$ cat src/rtl/core/gpr_pkg.sv
// shared types and constants of the grid point reorder block
`default_nettype none

package gpr_pkg;

   localparam int COORD_W        = 16;
   localparam int CFG_W          = 6;
   localparam int MODE_W         = 3;
   localparam int CNT_W          = 7;
   localparam int PROD_W         = 2 * CFG_W;
   localparam int INDEX_W        = 6;
   localparam int DEF_MAX_POINTS = 64;

   localparam int CSR_ADDR_W  = 4;
   localparam int CSR_DATA_W  = 32;
   localparam int REQ_TDATA_W = 2 * COORD_W;
   localparam int RSP_TDATA_W = 40;

   localparam logic [CFG_W-1:0]  GRID_COLS_RST    = 6'd9;
   localparam logic [CFG_W-1:0]  GRID_ROWS_RST    = 6'd6;
   localparam logic [MODE_W-1:0] REORDER_MODE_RST = 3'd0;

   // register indexes, byte address is 4 * index
   localparam logic [1:0] REG_GRID_COLS    = 2'd0;
   localparam logic [1:0] REG_GRID_ROWS    = 2'd1;
   localparam logic [1:0] REG_REORDER_MODE = 2'd2;

   localparam logic [MODE_W-1:0] MODE_NONE   = 3'd0;
   localparam logic [MODE_W-1:0] MODE_FLIP_H = 3'd1;
   localparam logic [MODE_W-1:0] MODE_FLIP_V = 3'd2;
   localparam logic [MODE_W-1:0] MODE_ROT90  = 3'd3;
   localparam logic [MODE_W-1:0] MODE_ROT180 = 3'd4;
   localparam logic [MODE_W-1:0] MODE_ROT270 = 3'd5;

   typedef struct packed {
      logic                  is_error;
      logic [MODE_W-1:0]     mode;
      logic [CFG_W-1:0]      rows;
      logic [CFG_W-1:0]      cols;
      logic [CNT_W-1:0]      total;
   } cmd_type;

   typedef enum logic {
      BK_IDLE,
      BK_RUN
   } bk_state_type;

endpackage

`default_nettype wire

$ cat src/rtl/core/grid_point_reorder.sv
// grid point reorder: top level with configuration registers
//
// Points of a grid come in on the req_ stream in row-major order, one per beat.
// grid_cols, grid_rows and reorder_mode are to be set over the csr_ port only
// while the block is idle; the block itself does not enforce this. Once
// grid_rows * grid_cols points are held, the whole grid goes out on the rsp_
// stream in the chosen order, tlast on the final point. A grid that is empty
// or larger than MAX_POINTS answers every input beat with one error beat
// (tuser high, tlast high, data zero) and stores nothing. Loading takes one
// point per cycle while req_tready is high. Emitting a point takes a store read
// with registered data, then the result register; no store read is issued
// while one is pending. The input is held off from the last point of a grid
// until the last store read of its run is issued. A stalled rsp_ side holds
// the result register and the emitter behind it. Once the last store read of
// a run is issued the loader takes points for the next grid, and holds off
// again when that grid is complete or when two error beats wait in the
// two-entry command queue. Reset sets the registers to 9 columns, 6 rows, no
// reordering, and drops any partly loaded grid; the store itself is not cleared.
`default_nettype none

module grid_point_reorder
   import gpr_pkg::*;
#(
   parameter int MAX_POINTS = DEF_MAX_POINTS
) (
   input  wire logic                   clock,
   input  wire logic                   reset,
   // req_tdata: x_coord [15:0], y_coord [31:16]
   input  wire logic                   req_tvalid,
   output logic                        req_tready,
   input  wire logic [REQ_TDATA_W-1:0] req_tdata,
   // rsp_tdata: out_x [15:0], out_y [31:16], out_index [37:32], zero fill
   output logic                        rsp_tvalid,
   input  wire logic                   rsp_tready,
   output logic [RSP_TDATA_W-1:0]      rsp_tdata,
   output logic                        rsp_tlast,
   // rsp_tuser: size_error [0]
   output logic                        rsp_tuser,
   input  wire logic                   csr_psel,
   input  wire logic                   csr_penable,
   input  wire logic                   csr_pwrite,
   input  wire logic [CSR_ADDR_W-1:0]  csr_paddr,
   input  wire logic [CSR_DATA_W-1:0]  csr_pwdata,
   output logic [CSR_DATA_W-1:0]       csr_prdata,
   output logic                        csr_pready
);

   localparam int AW = $clog2(MAX_POINTS);

   logic [CFG_W-1:0]  grid_cols_ff, grid_cols_in;
   logic [CFG_W-1:0]  grid_rows_ff, grid_rows_in;
   logic [MODE_W-1:0] reorder_mode_ff, reorder_mode_in;
   logic              csr_wr;
   logic [1:0]        csr_reg;

   logic                   ram_wr_en;
   logic [AW-1:0]          ram_wr_addr;
   logic [REQ_TDATA_W-1:0] ram_wr_data;
   logic                   ram_rd_en;
   logic [AW-1:0]          ram_rd_addr;
   logic [REQ_TDATA_W-1:0] ram_rd_data;
   logic                   cmd_push;
   logic                   cmd_pop;
   logic                   cmd_full;
   logic                   cmd_empty;
   cmd_type                cmd_wr;
   cmd_type                cmd_rd;
   logic                   run_done;
   logic [COORD_W-1:0]     out_x;
   logic [COORD_W-1:0]     out_y;
   logic [INDEX_W-1:0]     out_index;

   assign csr_pready = 1'b1;
   assign csr_wr     = csr_psel && csr_penable && csr_pwrite && csr_pready;
   assign csr_reg    = csr_paddr[3:2];

   always_comb begin
      grid_cols_in    = grid_cols_ff;
      grid_rows_in    = grid_rows_ff;
      reorder_mode_in = reorder_mode_ff;
      if (csr_wr) begin
         case (csr_reg)
            REG_GRID_COLS:    grid_cols_in    = csr_pwdata[CFG_W-1:0];
            REG_GRID_ROWS:    grid_rows_in    = csr_pwdata[CFG_W-1:0];
            REG_REORDER_MODE: reorder_mode_in = csr_pwdata[MODE_W-1:0];
            default:          grid_cols_in    = grid_cols_ff;
         endcase
      end
   end

   always_comb begin
      case (csr_reg)
         REG_GRID_COLS:    csr_prdata = CSR_DATA_W'(grid_cols_ff);
         REG_GRID_ROWS:    csr_prdata = CSR_DATA_W'(grid_rows_ff);
         REG_REORDER_MODE: csr_prdata = CSR_DATA_W'(reorder_mode_ff);
         default:          csr_prdata = '0;
      endcase
   end

   always_ff @(posedge clock) begin
      if (reset) begin
         grid_cols_ff    <= GRID_COLS_RST;
         grid_rows_ff    <= GRID_ROWS_RST;
         reorder_mode_ff <= REORDER_MODE_RST;
      end else begin
         grid_cols_ff    <= grid_cols_in;
         grid_rows_ff    <= grid_rows_in;
         reorder_mode_ff <= reorder_mode_in;
      end
   end

   gpr_front #(
      .MAX_POINTS (MAX_POINTS),
      .AW         (AW)
   ) u_front (
      .clock        (clock),
      .reset        (reset),
      .grid_cols    (grid_cols_ff),
      .grid_rows    (grid_rows_ff),
      .reorder_mode (reorder_mode_ff),
      .req_tvalid   (req_tvalid),
      .req_tready   (req_tready),
      .req_tdata    (req_tdata),
      .run_done     (run_done),
      .ram_wr_en    (ram_wr_en),
      .ram_wr_addr  (ram_wr_addr),
      .ram_wr_data  (ram_wr_data),
      .cmd_push     (cmd_push),
      .cmd_out      (cmd_wr),
      .cmd_full     (cmd_full)
   );

   gpr_cmd_fifo u_cmd_fifo (
      .clock    (clock),
      .reset    (reset),
      .push     (cmd_push),
      .push_cmd (cmd_wr),
      .full     (cmd_full),
      .pop      (cmd_pop),
      .pop_cmd  (cmd_rd),
      .empty    (cmd_empty)
   );

   gpr_ram #(
      .WIDTH (REQ_TDATA_W),
      .DEPTH (MAX_POINTS),
      .AW    (AW)
   ) u_point_ram (
      .clock   (clock),
      .wr_en   (ram_wr_en),
      .wr_addr (ram_wr_addr),
      .wr_data (ram_wr_data),
      .rd_en   (ram_rd_en),
      .rd_addr (ram_rd_addr),
      .rd_data (ram_rd_data)
   );

   gpr_back #(
      .MAX_POINTS (MAX_POINTS),
      .AW         (AW)
   ) u_back (
      .clock       (clock),
      .reset       (reset),
      .cmd_in      (cmd_rd),
      .cmd_empty   (cmd_empty),
      .cmd_pop     (cmd_pop),
      .run_done    (run_done),
      .ram_rd_en   (ram_rd_en),
      .ram_rd_addr (ram_rd_addr),
      .ram_rd_data (ram_rd_data),
      .out_valid   (rsp_tvalid),
      .out_ready   (rsp_tready),
      .out_x       (out_x),
      .out_y       (out_y),
      .out_index   (out_index),
      .out_last    (rsp_tlast),
      .out_error   (rsp_tuser)
   );

   assign rsp_tdata = {(RSP_TDATA_W - 2 * COORD_W - INDEX_W)'(0), out_index, out_y, out_x};

endmodule

`default_nettype wire

$ cat src/rtl/core/gpr_ram.sv
// generic single-write, single-read ram with registered read data
`default_nettype none

module gpr_ram #(
   parameter int WIDTH = 32,
   parameter int DEPTH = 64,
   parameter int AW    = $clog2(DEPTH)
) (
   input  wire logic             clock,
   input  wire logic             wr_en,
   input  wire logic [AW-1:0]    wr_addr,
   input  wire logic [WIDTH-1:0] wr_data,
   input  wire logic             rd_en,
   input  wire logic [AW-1:0]    rd_addr,
   output logic      [WIDTH-1:0] rd_data
);

   logic [WIDTH-1:0] mem_ff [DEPTH];
   logic [WIDTH-1:0] rd_data_ff;

   always_ff @(posedge clock) begin
      if (wr_en) begin
         mem_ff[wr_addr] <= wr_data;
      end
      if (rd_en) begin
         rd_data_ff <= mem_ff[rd_addr];
      end
   end

   assign rd_data = rd_data_ff;

endmodule

`default_nettype wire

$ cat src/rtl/core/gpr_cmd_fifo.sv
// two-entry command queue between the loader and the emitter
`default_nettype none

module gpr_cmd_fifo
   import gpr_pkg::*;
(
   input  wire logic    clock,
   input  wire logic    reset,
   input  wire logic    push,
   input  cmd_type      push_cmd,
   output logic         full,
   input  wire logic    pop,
   output cmd_type      pop_cmd,
   output logic         empty
);

   cmd_type    slot_ff [2];
   cmd_type    slot_in [2];
   logic       wr_ptr_ff, wr_ptr_in;
   logic       rd_ptr_ff, rd_ptr_in;
   logic [1:0] count_ff, count_in;

   always_comb begin
      slot_in   = slot_ff;
      wr_ptr_in = wr_ptr_ff;
      rd_ptr_in = rd_ptr_ff;
      count_in  = count_ff;
      if (push) begin
         slot_in[wr_ptr_ff] = push_cmd;
         wr_ptr_in          = ~wr_ptr_ff;
      end
      if (pop) begin
         rd_ptr_in = ~rd_ptr_ff;
      end
      case ({push, pop})
         2'b10:   count_in = count_ff + 2'd1;
         2'b01:   count_in = count_ff - 2'd1;
         default: count_in = count_ff;
      endcase
   end

   always_ff @(posedge clock) begin
      slot_ff <= slot_in;
      if (reset) begin
         wr_ptr_ff <= 1'b0;
         rd_ptr_ff <= 1'b0;
         count_ff  <= 2'd0;
      end else begin
         wr_ptr_ff <= wr_ptr_in;
         rd_ptr_ff <= rd_ptr_in;
         count_ff  <= count_in;
      end
   end

   assign full    = (count_ff == 2'd2);
   assign empty   = (count_ff == 2'd0);
   assign pop_cmd = slot_ff[rd_ptr_ff];

endmodule

`default_nettype wire

$ cat src/rtl/core/gpr_front.sv
// loader: accepts points, checks the grid size, writes the store, queues runs
`default_nettype none

module gpr_front
   import gpr_pkg::*;
#(
   parameter int MAX_POINTS = DEF_MAX_POINTS,
   parameter int AW         = $clog2(MAX_POINTS)
) (
   input  wire logic                   clock,
   input  wire logic                   reset,
   input  wire logic [CFG_W-1:0]       grid_cols,
   input  wire logic [CFG_W-1:0]       grid_rows,
   input  wire logic [MODE_W-1:0]      reorder_mode,
   input  wire logic                   req_tvalid,
   output logic                        req_tready,
   input  wire logic [REQ_TDATA_W-1:0] req_tdata,
   input  wire logic                   run_done,
   output logic                        ram_wr_en,
   output logic [AW-1:0]               ram_wr_addr,
   output logic [REQ_TDATA_W-1:0]      ram_wr_data,
   output logic                        cmd_push,
   output cmd_type                     cmd_out,
   input  wire logic                   cmd_full
);

   logic [CNT_W-1:0]  load_count_ff, load_count_in;
   logic              run_busy_ff, run_busy_in;
   logic [PROD_W-1:0] prod;
   logic              bad_size;
   logic [CNT_W-1:0]  total;
   logic [CNT_W-1:0]  slot;
   logic [CNT_W-1:0]  slot_next;
   logic              accept;

   assign prod     = PROD_W'(grid_rows) * PROD_W'(grid_cols);
   assign bad_size = (prod == '0) || (prod > PROD_W'(MAX_POINTS));
   assign total    = CNT_W'(prod);

   assign req_tready = !run_busy_ff && !cmd_full;
   assign accept     = req_tvalid && req_tready;

   // a grid shrunk below the points already held restarts from zero
   assign slot      = (load_count_ff >= total) ? '0 : load_count_ff;
   assign slot_next = slot + CNT_W'(1);

   always_comb begin
      load_count_in  = load_count_ff;
      run_busy_in    = run_busy_ff;
      ram_wr_en      = 1'b0;
      cmd_push       = 1'b0;
      cmd_out.is_error = bad_size;
      cmd_out.mode     = reorder_mode;
      cmd_out.rows     = grid_rows;
      cmd_out.cols     = grid_cols;
      cmd_out.total    = total;
      if (run_done) begin
         run_busy_in = 1'b0;
      end
      if (accept) begin
         if (bad_size) begin
            load_count_in = '0;
            cmd_push      = 1'b1;
         end else begin
            ram_wr_en = 1'b1;
            if (slot_next == total) begin
               load_count_in = '0;
               cmd_push      = 1'b1;
               run_busy_in   = 1'b1;
            end else begin
               load_count_in = slot_next;
            end
         end
      end
   end

   assign ram_wr_addr = AW'(slot);
   assign ram_wr_data = req_tdata;

   always_ff @(posedge clock) begin
      if (reset) begin
         load_count_ff <= '0;
         run_busy_ff   <= 1'b0;
      end else begin
         load_count_ff <= load_count_in;
         run_busy_ff   <= run_busy_in;
      end
   end

endmodule

`default_nettype wire

$ cat src/rtl/core/gpr_back.sv
// emitter: walks the output order, reads the store and drives the result register
`default_nettype none

module gpr_back
   import gpr_pkg::*;
#(
   parameter int MAX_POINTS = DEF_MAX_POINTS,
   parameter int AW         = $clog2(MAX_POINTS)
) (
   input  wire logic                   clock,
   input  wire logic                   reset,
   input  cmd_type                     cmd_in,
   input  wire logic                   cmd_empty,
   output logic                        cmd_pop,
   output logic                        run_done,
   output logic                        ram_rd_en,
   output logic [AW-1:0]               ram_rd_addr,
   input  wire logic [REQ_TDATA_W-1:0] ram_rd_data,
   output logic                        out_valid,
   input  wire logic                   out_ready,
   output logic [COORD_W-1:0]          out_x,
   output logic [COORD_W-1:0]          out_y,
   output logic [INDEX_W-1:0]          out_index,
   output logic                        out_last,
   output logic                        out_error
);

   bk_state_type      state_ff, state_in;
   cmd_type           run_ff, run_in;
   logic [CFG_W-1:0]  outer_ff, outer_in;
   logic [CFG_W-1:0]  inner_ff, inner_in;
   logic [CNT_W-1:0]  k_ff, k_in;
   logic              rd_ff, rd_in;
   logic [INDEX_W-1:0] rd_index_ff, rd_index_in;
   logic              rd_last_ff, rd_last_in;
   logic              out_valid_ff, out_valid_in;
   logic [COORD_W-1:0] out_x_ff, out_x_in;
   logic [COORD_W-1:0] out_y_ff, out_y_in;
   logic [INDEX_W-1:0] out_index_ff, out_index_in;
   logic              out_last_ff, out_last_in;
   logic              out_error_ff, out_error_in;

   logic              out_free;
   logic              issue;
   logic              err_load;
   logic              quarter;
   logic              k_last;
   logic [CFG_W-1:0]  inner_lim;
   logic [CFG_W-1:0]  row_sel;
   logic [CFG_W-1:0]  col_sel;
   logic [PROD_W-1:0] src;

   assign out_free = !out_valid_ff || out_ready;
   assign quarter  = (run_ff.mode == MODE_ROT90) || (run_ff.mode == MODE_ROT270);
   assign inner_lim = quarter ? run_ff.rows : run_ff.cols;
   assign k_last   = (k_ff == run_ff.total - CNT_W'(1));

   // source row and column of the point at output position k
   always_comb begin
      case (run_ff.mode)
         MODE_FLIP_H: begin
            row_sel = outer_ff;
            col_sel = run_ff.cols - 6'd1 - inner_ff;
         end
         MODE_FLIP_V: begin
            row_sel = run_ff.rows - 6'd1 - outer_ff;
            col_sel = inner_ff;
         end
         MODE_ROT90: begin
            row_sel = inner_ff;
            col_sel = run_ff.cols - 6'd1 - outer_ff;
         end
         MODE_ROT180: begin
            row_sel = run_ff.rows - 6'd1 - outer_ff;
            col_sel = run_ff.cols - 6'd1 - inner_ff;
         end
         MODE_ROT270: begin
            row_sel = run_ff.rows - 6'd1 - inner_ff;
            col_sel = outer_ff;
         end
         default: begin
            row_sel = outer_ff;
            col_sel = inner_ff;
         end
      endcase
   end

   assign src = PROD_W'(row_sel) * PROD_W'(run_ff.cols) + PROD_W'(col_sel);

   assign issue    = (state_ff == BK_RUN) && !rd_ff && out_free;
   assign err_load = (state_ff == BK_IDLE) && !cmd_empty && cmd_in.is_error
                     && !rd_ff && out_free;
   assign cmd_pop  = (state_ff == BK_IDLE) && !cmd_empty && (!cmd_in.is_error || err_load);
   assign run_done = issue && k_last;

   assign ram_rd_en   = issue;
   assign ram_rd_addr = AW'(src);

   always_comb begin
      state_in     = state_ff;
      run_in       = run_ff;
      outer_in     = outer_ff;
      inner_in     = inner_ff;
      k_in         = k_ff;
      rd_in        = issue;
      rd_index_in  = rd_index_ff;
      rd_last_in   = rd_last_ff;
      out_valid_in = out_valid_ff;
      out_x_in     = out_x_ff;
      out_y_in     = out_y_ff;
      out_index_in = out_index_ff;
      out_last_in  = out_last_ff;
      out_error_in = out_error_ff;

      case (state_ff)
         BK_IDLE: begin
            if (cmd_pop && !cmd_in.is_error) begin
               run_in   = cmd_in;
               outer_in = '0;
               inner_in = '0;
               k_in     = '0;
               state_in = BK_RUN;
            end
         end
         BK_RUN: begin
            if (issue) begin
               rd_index_in = INDEX_W'(k_ff);
               rd_last_in  = k_last;
               k_in        = k_ff + CNT_W'(1);
               if (inner_ff == inner_lim - 6'd1) begin
                  inner_in = '0;
                  outer_in = outer_ff + 6'd1;
               end else begin
                  inner_in = inner_ff + 6'd1;
               end
               if (k_last) begin
                  state_in = BK_IDLE;
               end
            end
         end
         default: begin
            state_in = BK_IDLE;
         end
      endcase

      // result register; a pending read always finds it free
      if (rd_ff) begin
         out_valid_in = 1'b1;
         out_x_in     = ram_rd_data[COORD_W-1:0];
         out_y_in     = ram_rd_data[REQ_TDATA_W-1:COORD_W];
         out_index_in = rd_index_ff;
         out_last_in  = rd_last_ff;
         out_error_in = 1'b0;
      end else if (err_load) begin
         out_valid_in = 1'b1;
         out_x_in     = '0;
         out_y_in     = '0;
         out_index_in = '0;
         out_last_in  = 1'b1;
         out_error_in = 1'b1;
      end else if (out_ready) begin
         out_valid_in = 1'b0;
      end
   end

   always_ff @(posedge clock) begin
      run_ff       <= run_in;
      outer_ff     <= outer_in;
      inner_ff     <= inner_in;
      k_ff         <= k_in;
      rd_index_ff  <= rd_index_in;
      rd_last_ff   <= rd_last_in;
      out_x_ff     <= out_x_in;
      out_y_ff     <= out_y_in;
      out_index_ff <= out_index_in;
      out_last_ff  <= out_last_in;
      out_error_ff <= out_error_in;
      if (reset) begin
         state_ff     <= BK_IDLE;
         rd_ff        <= 1'b0;
         out_valid_ff <= 1'b0;
      end else begin
         state_ff     <= state_in;
         rd_ff        <= rd_in;
         out_valid_ff <= out_valid_in;
      end
   end

   assign out_valid = out_valid_ff;
   assign out_x     = out_x_ff;
   assign out_y     = out_y_ff;
   assign out_index = out_index_ff;
   assign out_last  = out_last_ff;
   assign out_error = out_error_ff;

endmodule

`default_nettype wire

$ cat config.mk
export PLATFORM = sky130hd
export DESIGN_NAME = grid_point_reorder
export DESIGN_NICKNAME = d
export VERILOG_FILES = /design/src/rtl/core/gpr_pkg.sv /design/src/rtl/core/grid_point_reorder.sv /design/src/rtl/core/gpr_ram.sv /design/src/rtl/core/gpr_cmd_fifo.sv /design/src/rtl/core/gpr_front.sv /design/src/rtl/core/gpr_back.sv
export SDC_FILE = /design/constraint.sdc
export NUM_CORES = 2
export LEC_CHECK = 0
export BUFFER_PORTS_ARGS = -buffer_cell sky130_fd_sc_hd__buf_4
export CAP_MARGIN = 20
export CELL_PAD_IN_SITES_DETAIL_PLACEMENT = 0
export CELL_PAD_IN_SITES_GLOBAL_PLACEMENT = 1
export CORE_MARGIN = 10
export CORE_UTILIZATION = 40
export DETAILED_ROUTE_END_ITERATION = 8
export PLACE_DENSITY = 0.65
export SETUP_SLACK_MARGIN = 0.1
export SYNTH_ARGS = -nofsm -noshare
export SYNTH_HDL_FRONTEND = slang
export SYNTH_HIERARCHICAL = 1
export SYNTH_SLANG_ARGS = --single-unit
$ cat constraint.sdc
create_clock -name clock -period 12.3 [get_ports clock]
set_input_delay 3.075 -clock clock [delete_from_list [all_inputs] [get_ports clock]]
set_output_delay 3.075 -clock clock [all_outputs]
set_load 0.05 [all_outputs]
==> run summary <==
The run finished with clean final reports. STA classifies the critical path startpoint as a flip-flop. The actual transition at the worst max-transition pin works out to 1130 ps.

The CTS root buffer is sky130_fd_sc_hd__clkbuf_16. The type of element capturing the critical path is a flip-flop. Peak per-stage delay on the critical path: 700 ps. The average footprint of a synthesized cell is 20.8 sq um, and the first-pass iteration count of the detailed router is 5. In this run, CTS created clock tree buffers numbering 223. The final route contains 43500 vias. Setup repair after global routing left no endpoint under its margin. Count of antenna-violating nets left after detailed routing: 0. The clock passes through at most 3 buffers.

At the later pin of the worst-skew pair, clock insertion delay measures 920 ps. The number of gates given a new drive strength after cts came out at 0. The kind of critical path is flip-flop to flip-flop. Global routing consumed, over all layers together, 18.1% of the routing resources.

In this run the worst hold path is classified as flip-flop to flip-flop. The global-route met2 utilization was 29.0%; the number of enable-type register cells in the synthesized netlist was 2213. For the count of cell types in the netlist, the log shows 91.

The wire length reported by the detailed router is 224000 um, and the sequential cell area fraction in the yosys report is 74.8%. For this design, the CTS-stage hold fixing added 0 buffers. After the first detailed-routing iteration, the DRC count stood at 4444.

The H-tree generated during clock tree synthesis spans 4 levels. TritonCTS built the clock tree. 152 I/O pins were placed.

Entering global routing, the biggest net connects 109 pins. In this run the standard cell core region covers 0.223 sq mm. The final period utilization is 72.5%, and the count of nets after finishing is 4648. The synthesized netlist occupies a cell area of 0.0897 sq mm.

The routing usage on met3 is 2.92%. Among all flip-flop cells after synthesis, the most frequent one is sky130_fd_sc_hd__edfxtp_1. STA puts the critical path data required time at 12880 ps. Among all cell types in the netlist, the one instantiated most often is sky130_fd_sc_hd__edfxtp_1.

Summed over all layers, the global routing overflow is 0. The layout overhead on the synthesized area works out to 12.8%. The largest area contributor in the synthesized netlist was sky130_fd_sc_hd__edfxtp_1. The largest individual stage delay along the critical path comes from the cell sky130_fd_sc_hd__nand2_1. The minimum period implied by the final worst setup slack came out at 8910 ps. The die is 494 um tall. In this run, synthesis produced a sequential element count of 2244. The row count came out at 173. In the final layout, the share of cells above drive strength 1 is 25.6%. The final setup violation count was 0. For this run, global-route usage on met1 was measured as 26.0%.

The logs give 0 ps for the final-layout setup total negative slack and 123000 um for the total half-perimeter wirelength after legalization and detailed placement. In the routed design, unresolved DRC markers number 0. The clock-pin slew on the worst setup and hold paths works out to 60 ps.

The logs give 109 ps for the worst clock skew on the final layout and 10 for the initial antenna violation count. Counting flops with an async set or reset pin after synthesis yields a share of 0%. The global routing stage identified its most utilized layer as met2. The floorplan die area was 0.244 sq mm. The initial utilization of the core area, before any placement, comes to 40.3%. Using the TritonRoute via totals, the vias-per-cell ratio works out to 5.68. The total count of hold-check failures in the final report is 0, and the relative max-transition margin is 24.1%.

The max-slew violation total from the final report is 0, and the number of warnings issued by yosys is 6. For this run, the top clock speed supported by timing is 112 MHz. Routability-driven placement finished with a final weighted congestion of 0.753. The wire length of the first global-routing pass came out at 323000 um. Sorting the synthesized cells by how often they occur yields sky130_fd_sc_hd__edfxtp_1 (2213), sky130_fd_sc_hd__mux4_2 (544), sky130_fd_sc_hd__nor2_1 (189), sky130_fd_sc_hd__mux2i_1 (131), sky130_fd_sc_hd__buf_4 (104).

Post-CTS setup buffer count: 0. The number of global-route vias before repair was 43900. Clock sink total: 2244.

Max-cap violations in this run came to 0. From left edge to right edge, the die measures 494 um. Dividing the detail-routed wire length by the instance count gives 29.3 um. Portion of synthesized cell area occupied by the leading cell type: 74.1%. Ranked by total cell area, the synthesized netlist is headed by sky130_fd_sc_hd__edfxtp_1 (74%), sky130_fd_sc_hd__mux4_2 (14%), sky130_fd_sc_hd__mux2i_1 (1.5%). The top fanout value on the critical path was 28. For the worst setup path, the data arrival time is 9490 ps. The port buffer count works out to 94. The run gives 4318 as the gate count of the mapped netlist.
sequential cells by signal (all words and copies together) (netlist names), 2 cells and up:
name,cells
u_cmd_fifo/slot_ff,46
u_point_ram/mem_ff,2048
grid_rows_ff,6
u_back/outer_ff,6
u_front/load_count_ff,7
u_back/inner_ff,6
u_cmd_fifo/count_ff,2
u_back/out_index,6
grid_cols_ff,6
reorder_mode_ff,3
u_back/out_y,16
u_point_ram/rd_data,32
u_back/k_ff,7
u_back/out_x,16
u_back/run_ff,22
u_back/rd_index_ff,6
worst paths after layout:
| check | from | to | slack, ps | cells past startpoint |
|---|---|---|---|---|
| setup / recovery | u_back/run_ff[20]$_DFFE_PP_ | u_point_ram/rd_data[25]$_DFFE_PP_ | 3390 | 31 |
| hold / removal | u_cmd_fifo/slot_ff[7]$_DFFE_PP_ | u_back/run_ff[7]$_DFFE_PP_ | 480 | 1 |
| setup reg to reg | u_back/run_ff[20]$_DFFE_PP_ | u_point_ram/rd_data[25]$_DFFE_PP_ | 3390 | 31 |
| hold reg to reg | u_cmd_fifo/slot_ff[7]$_DFFE_PP_ | u_back/run_ff[7]$_DFFE_PP_ | 480 | 1 |
cells by family after synthesis:
| kind of cell | share of synthesized area (%) |
|---|---|
| flip-flops | 74.8 |
| multiplexers | 15.5 |
| AND/OR/NAND/NOR | 3.06 |
| buffers and inverters | 2.05 |
| AO/OA/AOI/OAI | 2.51 |
| adder cells (fa/ha/maj) | 1.39 |
| XOR/XNOR | 0.734 |
| other | 0.00837 |
layer usage:
layer  share of wire [%]  vias to the layer above  routed length, um
met5              0.0094                        -                 21
met4                 2.1                        4               4660
met3                 6.6                      284              14800
met2                  48                     1527             108000
met1                  43                    23600              96800
li1                    -                    18000                  -
area by class of cell:
class                   count  area, sq um
repair buffers            211         1680
inverters                  56          218
well taps                2975         3720
flip-flops and latches   2244        67100
fillers                 18600       122000
clock buffers             280         5790
multi-input cells        1753        21400
clock inverters           126         1280
diodes                      5         12.5
worst max-delay path, delay by kind of cell, from the launching register on:
family | cells | cell delay [ps]
and+or+nand+nor | 4 | 1270
muxes | 1 | 330
buffers and inverters | 6 | 1240
xor gates and xnor gates | 5 | 1200
DFF | 1 | 360
adders and majority gates | 7 | 2640
AOI/OAI and AO/OA | 8 | 1490
cell usage in the layout, fill, tap and decap left out, drive strengths merged, types with 58 or more instances in the layout:
master / instances
a21oi: 89
and2: 89
buf: 211
clkbuf: 280
clkinv: 99
edfxtp: 2213
ha: 58
inv: 62
mux2i: 132
mux4: 544
nand2: 83
nor2: 189
o22ai: 86
metrics by stage:
step | area, sq um | hold WS (ps) | setup slack (ps) | utilization, % | instances
floorplan | 89800 | 454 | 4820 | - | 4345
global placement | 94000 | 470 | 3370 | 42.2 | 7233
detailed placement | 94100 | 476 | 3400 | 42.2 | 7238
CTS | 101000 | 484 | 3320 | 45.4 | 7644
global route | 101000 | 505 | 2910 | 45.4 | 7646
finish | 101000 | 484 | 3390 | 45.4 | 7650
Power is not shown: default switching activity piles up to over one toggle a cycle in this logic, so the estimate is an artifact.
